**config.mk**
```make
export PLATFORM = sky130hd
export DESIGN_NAME = rc4_stream_cipher_unit
export DESIGN_NICKNAME = d
export VERILOG_FILES = /design/src/rc4_pkg.sv /design/src/rc4_stream_cipher_unit.sv
export SDC_FILE = /design/constraint.sdc
export NUM_CORES = 2
export LEC_CHECK = 0
export BUFFER_PORTS_ARGS = -buffer_cell sky130_fd_sc_hd__buf_2
export CELL_PAD_IN_SITES_DETAIL_PLACEMENT = 0
export CELL_PAD_IN_SITES_GLOBAL_PLACEMENT = 1
export CORE_UTILIZATION = 45
export CTS_CLUSTER_DIAMETER = 200
export DETAILED_ROUTE_END_ITERATION = 10
export PLACE_DENSITY_LB_ADDON = 0.1
export SLEW_MARGIN = 20
export SYNTH_ARGS = -nofsm -noshare
export SYNTH_HDL_FRONTEND = slang
export SYNTH_SLANG_ARGS = --single-unit
```
**constraint.sdc**
```tcl
create_clock -name clock -period 8 [get_ports clock]
set_input_delay 0 -clock clock [delete_from_list [all_inputs] [get_ports clock]]
set_output_delay 0 -clock clock [all_outputs]
set_load 0.01 [all_outputs]
```
**src/rc4_pkg.sv**
```systemverilog
// ---------------------------------------------------------------------------
// RC4 stream cipher package
// Shared widths, types and codes for the RC4 cipher engine.
// ---------------------------------------------------------------------------
package rc4_pkg;

   // byte datapath and permutation table size
   localparam int BYTE_W      = 8;
   localparam int TABLE_DEPTH = 256;

   // key length register width, default key store size and reset value
   localparam int LEN_W          = 9;
   localparam int KEY_BYTES_DEF  = 256;
   localparam int KEY_LEN_RESET  = 256;

   // packed stream widths
   localparam int REQ_DATA_W = 24;
   localparam int RSP_DATA_W = 8;

   typedef logic [BYTE_W-1:0] byte_type;
   typedef logic [LEN_W-1:0]  len_type;

   // item kind carried in tuser
   localparam logic FUNC_KEY  = 1'b0;
   localparam logic FUNC_DATA = 1'b1;

endpackage

```
**src/rc4_stream_cipher_unit.sv**
```systemverilog
// ---------------------------------------------------------------------------
// RC4 stream cipher unit
// Key store, key schedule and keystream generation around one permutation
// memory with registered read data.
// ---------------------------------------------------------------------------
// A key-load transfer (tuser = 0) writes one key byte. A data transfer
// (tuser = 1) issues the read of S[i] at acceptance, then steps through
// the read of S[j], the write of S[j], the write of S[i] with the read of
// S[S[i]+S[j]], and the output load. The next request is taken only after
// the return to idle. The first data byte of a message (after reset or
// after a byte with tlast set) first rebuilds the table: an identity fill,
// then 256 schedule steps, with a lead-in read of the table before the
// schedule and before the byte. All of this is paced by the single read
// and single write port of the 256 x 8 permutation memory. The result
// register lets the next transfer be taken while a result waits; a finished
// byte waits for that register to free. key_length is written on the csr
// channel, which is always ready; a value of zero or above KEY_BYTES means
// KEY_BYTES.
module rc4_stream_cipher_unit #(
   parameter int KEY_BYTES = rc4_pkg::KEY_BYTES_DEF
) (
   input  logic                            clock,
   input  logic                            reset,
   // request stream
   input  logic                            req_tvalid,
   output logic                            req_tready,
   // [7:0] key_index, [15:8] key_byte, [23:16] data_byte
   input  logic [rc4_pkg::REQ_DATA_W-1:0]  req_tdata,
   // [0] func
   input  logic                            req_tuser,
   input  logic                            req_tlast,
   // response stream
   output logic                            rsp_tvalid,
   input  logic                            rsp_tready,
   // [7:0] out_byte
   output logic [rc4_pkg::RSP_DATA_W-1:0]  rsp_tdata,
   output logic                            rsp_tlast,
   // key length register write
   input  logic                            csr_valid,
   output logic                            csr_ready,
   input  logic [rc4_pkg::LEN_W-1:0]       csr_wdata
);

   localparam int KW = (KEY_BYTES > 1) ? $clog2(KEY_BYTES) : 1;
   typedef logic [KW-1:0] kidx_type;

   // sequencer codes
   localparam logic [3:0] ST_IDLE     = 4'd0;
   localparam logic [3:0] ST_INIT     = 4'd1;
   localparam logic [3:0] ST_KS_START = 4'd2;
   localparam logic [3:0] ST_KS_RD_J  = 4'd3;
   localparam logic [3:0] ST_KS_WR_J  = 4'd4;
   localparam logic [3:0] ST_KS_WR_I  = 4'd5;
   localparam logic [3:0] ST_D_RD_I   = 4'd6;
   localparam logic [3:0] ST_D_RD_J   = 4'd7;
   localparam logic [3:0] ST_D_WR_J   = 4'd8;
   localparam logic [3:0] ST_D_WR_I   = 4'd9;
   localparam logic [3:0] ST_D_OUT    = 4'd10;

   // control registers
   logic [3:0]        state_ff, state_in;
   rc4_pkg::byte_type i_ff, i_in;
   rc4_pkg::byte_type j_ff, j_in;
   logic              keyed_ff, keyed_in;
   kidx_type          kpos_ff, kpos_in;
   rc4_pkg::len_type  key_len_ff;
   logic              rsp_valid_ff, rsp_valid_in;

   // payload registers
   rc4_pkg::byte_type si_ff, si_in;
   rc4_pkg::byte_type sj_ff, sj_in;
   logic              fwd_ff, fwd_in;
   rc4_pkg::byte_type data_ff, data_in;
   logic              last_ff, last_in;
   rc4_pkg::byte_type rsp_byte_ff, rsp_byte_in;
   logic              rsp_last_ff, rsp_last_in;

   // memories
   rc4_pkg::byte_type perm_mem_ff [rc4_pkg::TABLE_DEPTH];
   rc4_pkg::byte_type key_mem_ff  [KEY_BYTES];
   rc4_pkg::byte_type perm_rdata_ff;
   rc4_pkg::byte_type key_rdata_ff;

   // memory port controls
   logic              perm_we;
   rc4_pkg::byte_type perm_waddr;
   rc4_pkg::byte_type perm_wdata;
   rc4_pkg::byte_type perm_raddr;
   logic              key_we;

   // request fields
   rc4_pkg::byte_type req_key_index;
   rc4_pkg::byte_type req_key_byte;
   rc4_pkg::byte_type req_data_byte;

   // helpers
   rc4_pkg::len_type  len_eff;
   rc4_pkg::byte_type ks_sum;
   rc4_pkg::byte_type swap_sum;
   rc4_pkg::byte_type i_next;
   kidx_type          kpos_step;
   logic              out_free;
   logic              key_in_range;

   assign req_key_index = req_tdata[7:0];
   assign req_key_byte  = req_tdata[15:8];
   assign req_data_byte = req_tdata[23:16];

   // ports
   assign req_tready = (state_ff == ST_IDLE);
   assign csr_ready  = 1'b1;
   assign rsp_tvalid = rsp_valid_ff;
   assign rsp_tdata  = rsp_byte_ff;
   assign rsp_tlast  = rsp_last_ff;

   // effective key length, zero or oversize means full store
   always_comb begin
      if ((key_len_ff == '0) || (key_len_ff > rc4_pkg::len_type'(KEY_BYTES))) begin
         len_eff = rc4_pkg::len_type'(KEY_BYTES);
      end else begin
         len_eff = key_len_ff;
      end
   end

   // key position wraps at the key length
   assign kpos_step = ((rc4_pkg::len_type'(kpos_ff) + 1'b1) == len_eff) ?
                      '0 : kidx_type'(kpos_ff + 1'b1);

   assign ks_sum       = rc4_pkg::byte_type'(j_ff + perm_rdata_ff + key_rdata_ff);
   assign swap_sum     = rc4_pkg::byte_type'(si_ff + sj_ff);
   assign i_next       = rc4_pkg::byte_type'(i_ff + 1'b1);
   assign out_free     = !rsp_valid_ff || rsp_tready;
   assign key_in_range = (rc4_pkg::len_type'(req_key_index) <
                          rc4_pkg::len_type'(KEY_BYTES));

   // sequencer
   always_comb begin
      state_in     = state_ff;
      i_in         = i_ff;
      j_in         = j_ff;
      keyed_in     = keyed_ff;
      kpos_in      = kpos_ff;
      rsp_valid_in = rsp_valid_ff && !rsp_tready;
      si_in        = si_ff;
      sj_in        = sj_ff;
      fwd_in       = fwd_ff;
      data_in      = data_ff;
      last_in      = last_ff;
      rsp_byte_in  = rsp_byte_ff;
      rsp_last_in  = rsp_last_ff;
      perm_we      = 1'b0;
      perm_waddr   = i_ff;
      perm_wdata   = sj_ff;
      perm_raddr   = i_ff;
      key_we       = 1'b0;

      case (state_ff)
         ST_IDLE: begin
            if (req_tvalid) begin
               if (req_tuser == rc4_pkg::FUNC_KEY) begin
                  key_we = key_in_range;
               end else begin
                  data_in = req_data_byte;
                  last_in = req_tlast;
                  if (keyed_ff) begin
                     i_in       = i_next;
                     perm_raddr = i_next;
                     state_in   = ST_D_RD_J;
                  end else begin
                     i_in     = '0;
                     state_in = ST_INIT;
                  end
               end
            end
         end
         // identity fill
         ST_INIT: begin
            perm_we    = 1'b1;
            perm_waddr = i_ff;
            perm_wdata = i_ff;
            i_in       = i_next;
            if (i_ff == '1) begin
               j_in     = '0;
               kpos_in  = '0;
               state_in = ST_KS_START;
            end
         end
         ST_KS_START: begin
            perm_raddr = i_ff;
            state_in   = ST_KS_RD_J;
         end
         // schedule step: j += S[n] + K[n mod len]
         ST_KS_RD_J: begin
            si_in      = perm_rdata_ff;
            j_in       = ks_sum;
            perm_raddr = ks_sum;
            state_in   = ST_KS_WR_J;
         end
         ST_KS_WR_J: begin
            sj_in      = perm_rdata_ff;
            perm_we    = 1'b1;
            perm_waddr = j_ff;
            perm_wdata = si_ff;
            state_in   = ST_KS_WR_I;
         end
         // finish the swap and fetch the next S[n]
         ST_KS_WR_I: begin
            perm_we    = 1'b1;
            perm_waddr = i_ff;
            perm_wdata = sj_ff;
            i_in       = i_next;
            perm_raddr = i_next;
            kpos_in    = kpos_step;
            if (i_ff == '1) begin
               j_in     = '0;
               keyed_in = 1'b1;
               state_in = ST_D_RD_I;
            end else begin
               state_in = ST_KS_RD_J;
            end
         end
         ST_D_RD_I: begin
            i_in       = i_next;
            perm_raddr = i_next;
            state_in   = ST_D_RD_J;
         end
         // j += S[i]
         ST_D_RD_J: begin
            si_in      = perm_rdata_ff;
            j_in       = rc4_pkg::byte_type'(j_ff + perm_rdata_ff);
            perm_raddr = rc4_pkg::byte_type'(j_ff + perm_rdata_ff);
            state_in   = ST_D_WR_J;
         end
         ST_D_WR_J: begin
            sj_in      = perm_rdata_ff;
            perm_we    = 1'b1;
            perm_waddr = j_ff;
            perm_wdata = si_ff;
            state_in   = ST_D_WR_I;
         end
         // write S[i] and read the keystream entry; same entry is forwarded
         ST_D_WR_I: begin
            perm_we    = 1'b1;
            perm_waddr = i_ff;
            perm_wdata = sj_ff;
            perm_raddr = swap_sum;
            fwd_in     = (swap_sum == i_ff);
            state_in   = ST_D_OUT;
         end
         ST_D_OUT: begin
            perm_raddr = swap_sum;
            if (out_free) begin
               rsp_valid_in = 1'b1;
               rsp_byte_in  = data_ff ^ (fwd_ff ? sj_ff : perm_rdata_ff);
               rsp_last_in  = last_ff;
               if (last_ff) begin
                  keyed_in = 1'b0;
               end
               state_in = ST_IDLE;
            end
         end
         default: begin
            state_in = ST_IDLE;
         end
      endcase
   end

   // control state
   always_ff @(posedge clock) begin
      if (reset) begin
         state_ff     <= ST_IDLE;
         i_ff         <= '0;
         j_ff         <= '0;
         keyed_ff     <= 1'b0;
         kpos_ff      <= '0;
         key_len_ff   <= rc4_pkg::len_type'(rc4_pkg::KEY_LEN_RESET);
         rsp_valid_ff <= 1'b0;
      end else begin
         state_ff     <= state_in;
         i_ff         <= i_in;
         j_ff         <= j_in;
         keyed_ff     <= keyed_in;
         kpos_ff      <= kpos_in;
         rsp_valid_ff <= rsp_valid_in;
         if (csr_valid && csr_ready) begin
            key_len_ff <= csr_wdata;
         end
      end
   end

   // payload
   always_ff @(posedge clock) begin
      si_ff       <= si_in;
      sj_ff       <= sj_in;
      fwd_ff      <= fwd_in;
      data_ff     <= data_in;
      last_ff     <= last_in;
      rsp_byte_ff <= rsp_byte_in;
      rsp_last_ff <= rsp_last_in;
   end

   // permutation memory
   always_ff @(posedge clock) begin
      if (perm_we) begin
         perm_mem_ff[perm_waddr] <= perm_wdata;
      end
      perm_rdata_ff <= perm_mem_ff[perm_raddr];
   end

   // key memory, read address follows the next key position
   always_ff @(posedge clock) begin
      if (key_we) begin
         key_mem_ff[kidx_type'(req_key_index)] <= req_key_byte;
      end
      key_rdata_ff <= key_mem_ff[kpos_in];
   end

   // an unkeyed data transfer starts the identity fill
   a_rekey_starts: assert property (@(posedge clock) disable iff (reset)
      (req_tvalid && req_tready && (req_tuser == rc4_pkg::FUNC_DATA) && !keyed_ff)
      |=> (state_ff == ST_INIT))
      else $error("unkeyed data transfer did not start key schedule");

   // schedule end leaves i and j at zero and the table keyed
   a_sched_done: assert property (@(posedge clock) disable iff (reset)
      ((state_ff == ST_KS_WR_I) && (i_ff == '1))
      |=> (keyed_ff && (i_ff == '0) && (j_ff == '0) && (state_ff == ST_D_RD_I)))
      else $error("key schedule did not end with cleared indexes");

   // a result only appears from the output step
   a_rsp_source: assert property (@(posedge clock) disable iff (reset)
      $rose(rsp_valid_ff) |-> ($past(state_ff) == ST_D_OUT))
      else $error("response raised outside output step");

   // a last byte clears the key state when its result is loaded
   a_last_rekeys: assert property (@(posedge clock) disable iff (reset)
      ((state_ff == ST_D_OUT) && out_free && last_ff) |=> !keyed_ff)
      else $error("last byte did not force a re-key");

endmodule

```
==> summary.md <==
| Metric | Value |
|---|---|
| Slew headroom | 0.144 |
| Synthesized area | 170,000 um2 |
| Top cells by area, synth | edfxtp_1 73%, nand2_1 8.4%, nand3_1 3.4% |
| Placer congestion estimate | 0.874 |
| Die width | 617 um |
| Mean post-synth cell area | 12.9 um2 |
| Arrival time at the worst endpoint | 7520 ps |
| Worst-path cell chain | ha_1 -> nand3_2 -> nor3_2 -> o21ai_2 -> a22oi_2 -> nand2_4 -> buf_12 -> buf_12 -> a211oi_1 -> a31oi_1 -> a22oi_1 -> a21oi_1 -> nor4_1 -> nor4_1 -> buf_4 -> a211o_1 |
| Post-synthesis sequential area ratio | 0.735 |
| Post-cts gate resize count | 0 |
| Logic pwr share | 0.040 |
| Routed Antenna Nets | 0 |
| Async SR Flop Fraction | 0 |
| Peak VDD IR | 229 uV |
| All-layer global routing usage | 0.280 |
| Fin. max-slew vios | 0 |
| IO Pins | 52 |
| Syn nets | 13,300 |
| Residual DRC count | 0 |
| Cell taking the most area after synthesis | edfxtp_1 |
| Vias in the first global route | 107,000 |
| Pin slew with the least headroom to its limit | 1280 ps |
| Setup TNS | 0 ps |
| Cell with the most instances after synthesis | edfxtp_1 |
| Crit end category | flip-flop |
| Worst hold path depth | 4 |
| Top FF cell, synth | edfxtp_1 |
| Max-Cap Viols | 0 |
| Tightest Hold Check Type | primary input to flip-flop |
| Number of hold violations in the final report | 0 |
| Final WL | 544,000 um |
| Overflow after GRT | 0 |
| Cell Int Power | 36.5 mW |
| Initial antenna violation count | 21 |
| Clk network pwr share | 0.442 |
| Vias after detailed routing | 111,000 |
| Worst reg2reg path depth | 16 |
| Seq pwr share | 0.519 |
| Worst path required time | 8890 ps |
| Crit path max-delay cell type | nor4_1 |
| Post-synthesis cell type count | 90 |
| Hold WS | 90.3 ps |
| Area growth syn-to-layout | 12.6% |
| Number of CTS-inserted buffers | 444 |
| Fmax | 0.151 GHz |
| Synth cell count leaders | 4,131 x edfxtp_1, 3,794 x nand2_1, 1,161 x nand3_1 |
| First-pass GRT wire length | 780,000 um |
| Full die area | 381,000 um2 |
| Cells after synthesis | 13,200 |
| Leakage | 64.4 nW |
| CTS root buffer | clkbuf_16 |
| Seq cells post-synth | 4,186 |
| Period utilisation layout | 0.828 |
| Largest net degree at the start of global routing | 166 |
| Status | completed |
| Area share of the largest cell type after synthesis | 0.728 |
| Via density per instance | 5.96 |
| Max stage delay on crit path | 680 ps |
| Startpoint Class | flip-flop |
| Core area | 376,000 um2 |
| Layout cells sized above 1 | 0.0855 |
| Fillers | 32,300 |
| Crit path max fanout | 58 |
| Routed len/inst | 29.2 um |
| Syn. warnings | 0 |
| Post-DP HPWL | 322,000 um |
| Skew final | 39.8 ps |
| Nets | 13,300 |
| Switching Power | 10.1 mW |
| Setup repair after global routing missed its margin | no |
| First-pass DRT Iterations | 6 |
| EDFF count, synth | 4,131 |
| Crit Path Category | flip-flop to flip-flop |
| Setup violations, final | 0 |
| # clock sinks | 4,186 |
| Port bufs | 50 |
| Clock Latency Late Sink | 1000 ps |
| Clock buffer depth | 4 |
| Row count | 225 |
| Net Sw Frac | 0.217 |
| Worst-path clk slew | 70 ps |
| CTS tree | built |
| Initial core utilization | 0.453 |
| Power per standard cell area | 243 nW/um2 |
| H-tree depth | 5 |
| Post-layout min period | 6630 ps |
| Die Height | 617 um |
| DRT iter0 DRCs | 11,600 |
==> layer usage <==
| layer | global-route usage | routed length (um) |
|---|---|---|
| met1 | 0.376 | 223000 |
| met4 | 0.110 | 22800 |
| met3 | 0.0387 | 35000 |
| met2 | 0.463 | 263000 |
| met5 | 0 | 79 |
==> flip-flops by register name, summed over array words and instances, names as in the netlist, 4 cells and up <==
register / count
perm_rdata_ff: 8
rsp_tdata: 8
sj_ff: 8
i_ff: 8
si_ff: 8
key_rdata_ff: 8
data_ff: 8
state_ff: 4
key_mem_ff: 2048
j_ff: 8
kpos_ff: 8
key_len_ff: 9
perm_mem_ff: 2048
==> critical path: cells and delay by family, from the launching register on <==
kind	cells	cell delay [ps]
buf+inv	3	930
fa+ha+maj	1	340
flops	1	630
simple gates	5	2080
compound gates	7	2220
==> layout make-up <==
type / instances / area [um2] / share of cell area
diodes: 13 / 32.5 / 0.000170
clock buffers: 548 / 11800 / 0.0615
clock inverters: 281 / 2650 / 0.0138
inverters: 30 / 113 / 0.000587
multi-input cells: 8067 / 41200 / 0.215
flip-flops and latches: 4186 / 125000 / 0.652
well taps: 4994 / 6250 / 0.0326
repair buffers: 487 / 4660 / 0.0243
==> power by group through the flow <==
stage	combinational (mW)	sequential (mW)	clock [mW]
detailed placement	1.82	24.6	0
global route	1.98	24.2	21.6
floorplan	0.936	24.7	0
finish	1.85	24.2	20.6
global placement	1.81	24.6	0
CTS	1.86	24.2	20.8
==> placed cells by master (no fill, tap or decap), types with 55 or more instances in the layout <==
| cell | Yosys | layout |
|---|---|---|
| nand2_1 | 3794 | 3759 |
| a31oi_1 | 306 | 306 |
| a32oi_1 | 75 | 75 |
| clkinv_2 | 0 | 91 |
| clkbuf_1 | 439 | 86 |
| and3_1 | 459 | 459 |
| edfxtp_1 | 4131 | 4131 |
| buf_4 | 36 | 295 |
| a211oi_1 | 298 | 298 |
| dfxtp_1 | 55 | 55 |
| a311oi_1 | 497 | 492 |
| mux2i_1 | 104 | 104 |
| a21oi_1 | 241 | 240 |
| nand3_1 | 1161 | 1155 |
| buf_12 | 0 | 70 |
| dlygate4sd3_1 | 0 | 72 |
| clkbuf_16 | 0 | 455 |
| nor2_1 | 620 | 615 |
| clkinv_1 | 1 | 107 |
==> final timing paths <==
| check | from | to | slack [ps] |
|---|---|---|---|
| hold / removal | req_tdata[0] | key_mem_ff[63][6] | 90 |
| setup reg to reg | i_ff[1] | key_rdata_ff[4] | 1370 |
| hold reg to reg | last_ff | rsp_tlast | 510 |
| setup / recovery | i_ff[1] | key_rdata_ff[4] | 1370 |
==> through the flow <==
step	power (mW)	util	setup WS [ps]	std cells	cell area, um2
4_1_cts	46.9	0.510	1540	18600	192000
5_1_grt	47.8	0.510	1260	18600	192000
2_1_floorplan	25.6	-	1980	13200	170000
3_3_place_gp	26.4	0.469	1020	17700	177000
6_report	46.6	0.510	1370	18600	192000
3_5_place_dp	26.5	0.470	1560	17700	177000
==> cell families after synthesis <==
| logic type | after synthesis | share of synthesized area |
|---|---|---|
| AND/OR/NAND/NOR | 6179 | 0.154 |
| adder cells (fa/ha/maj) | 28 | 0.00219 |
| flip-flops | 4186 | 0.735 |
| other | 1 | 0.0000220 |
| XOR/XNOR | 50 | 0.00257 |
| AO/OA/AOI/OAI | 1704 | 0.0744 |
| buffers and inverters | 993 | 0.0262 |
| multiplexers | 105 | 0.00618 |
==> repair_timing <==
item	4_1_cts	5_1_grt
hold buffers	72	0
setup endpoints to repair	0	0
hold endpoints to repair	914	0
buffers inserted	0	0
(Power assumes the default switching activity.)
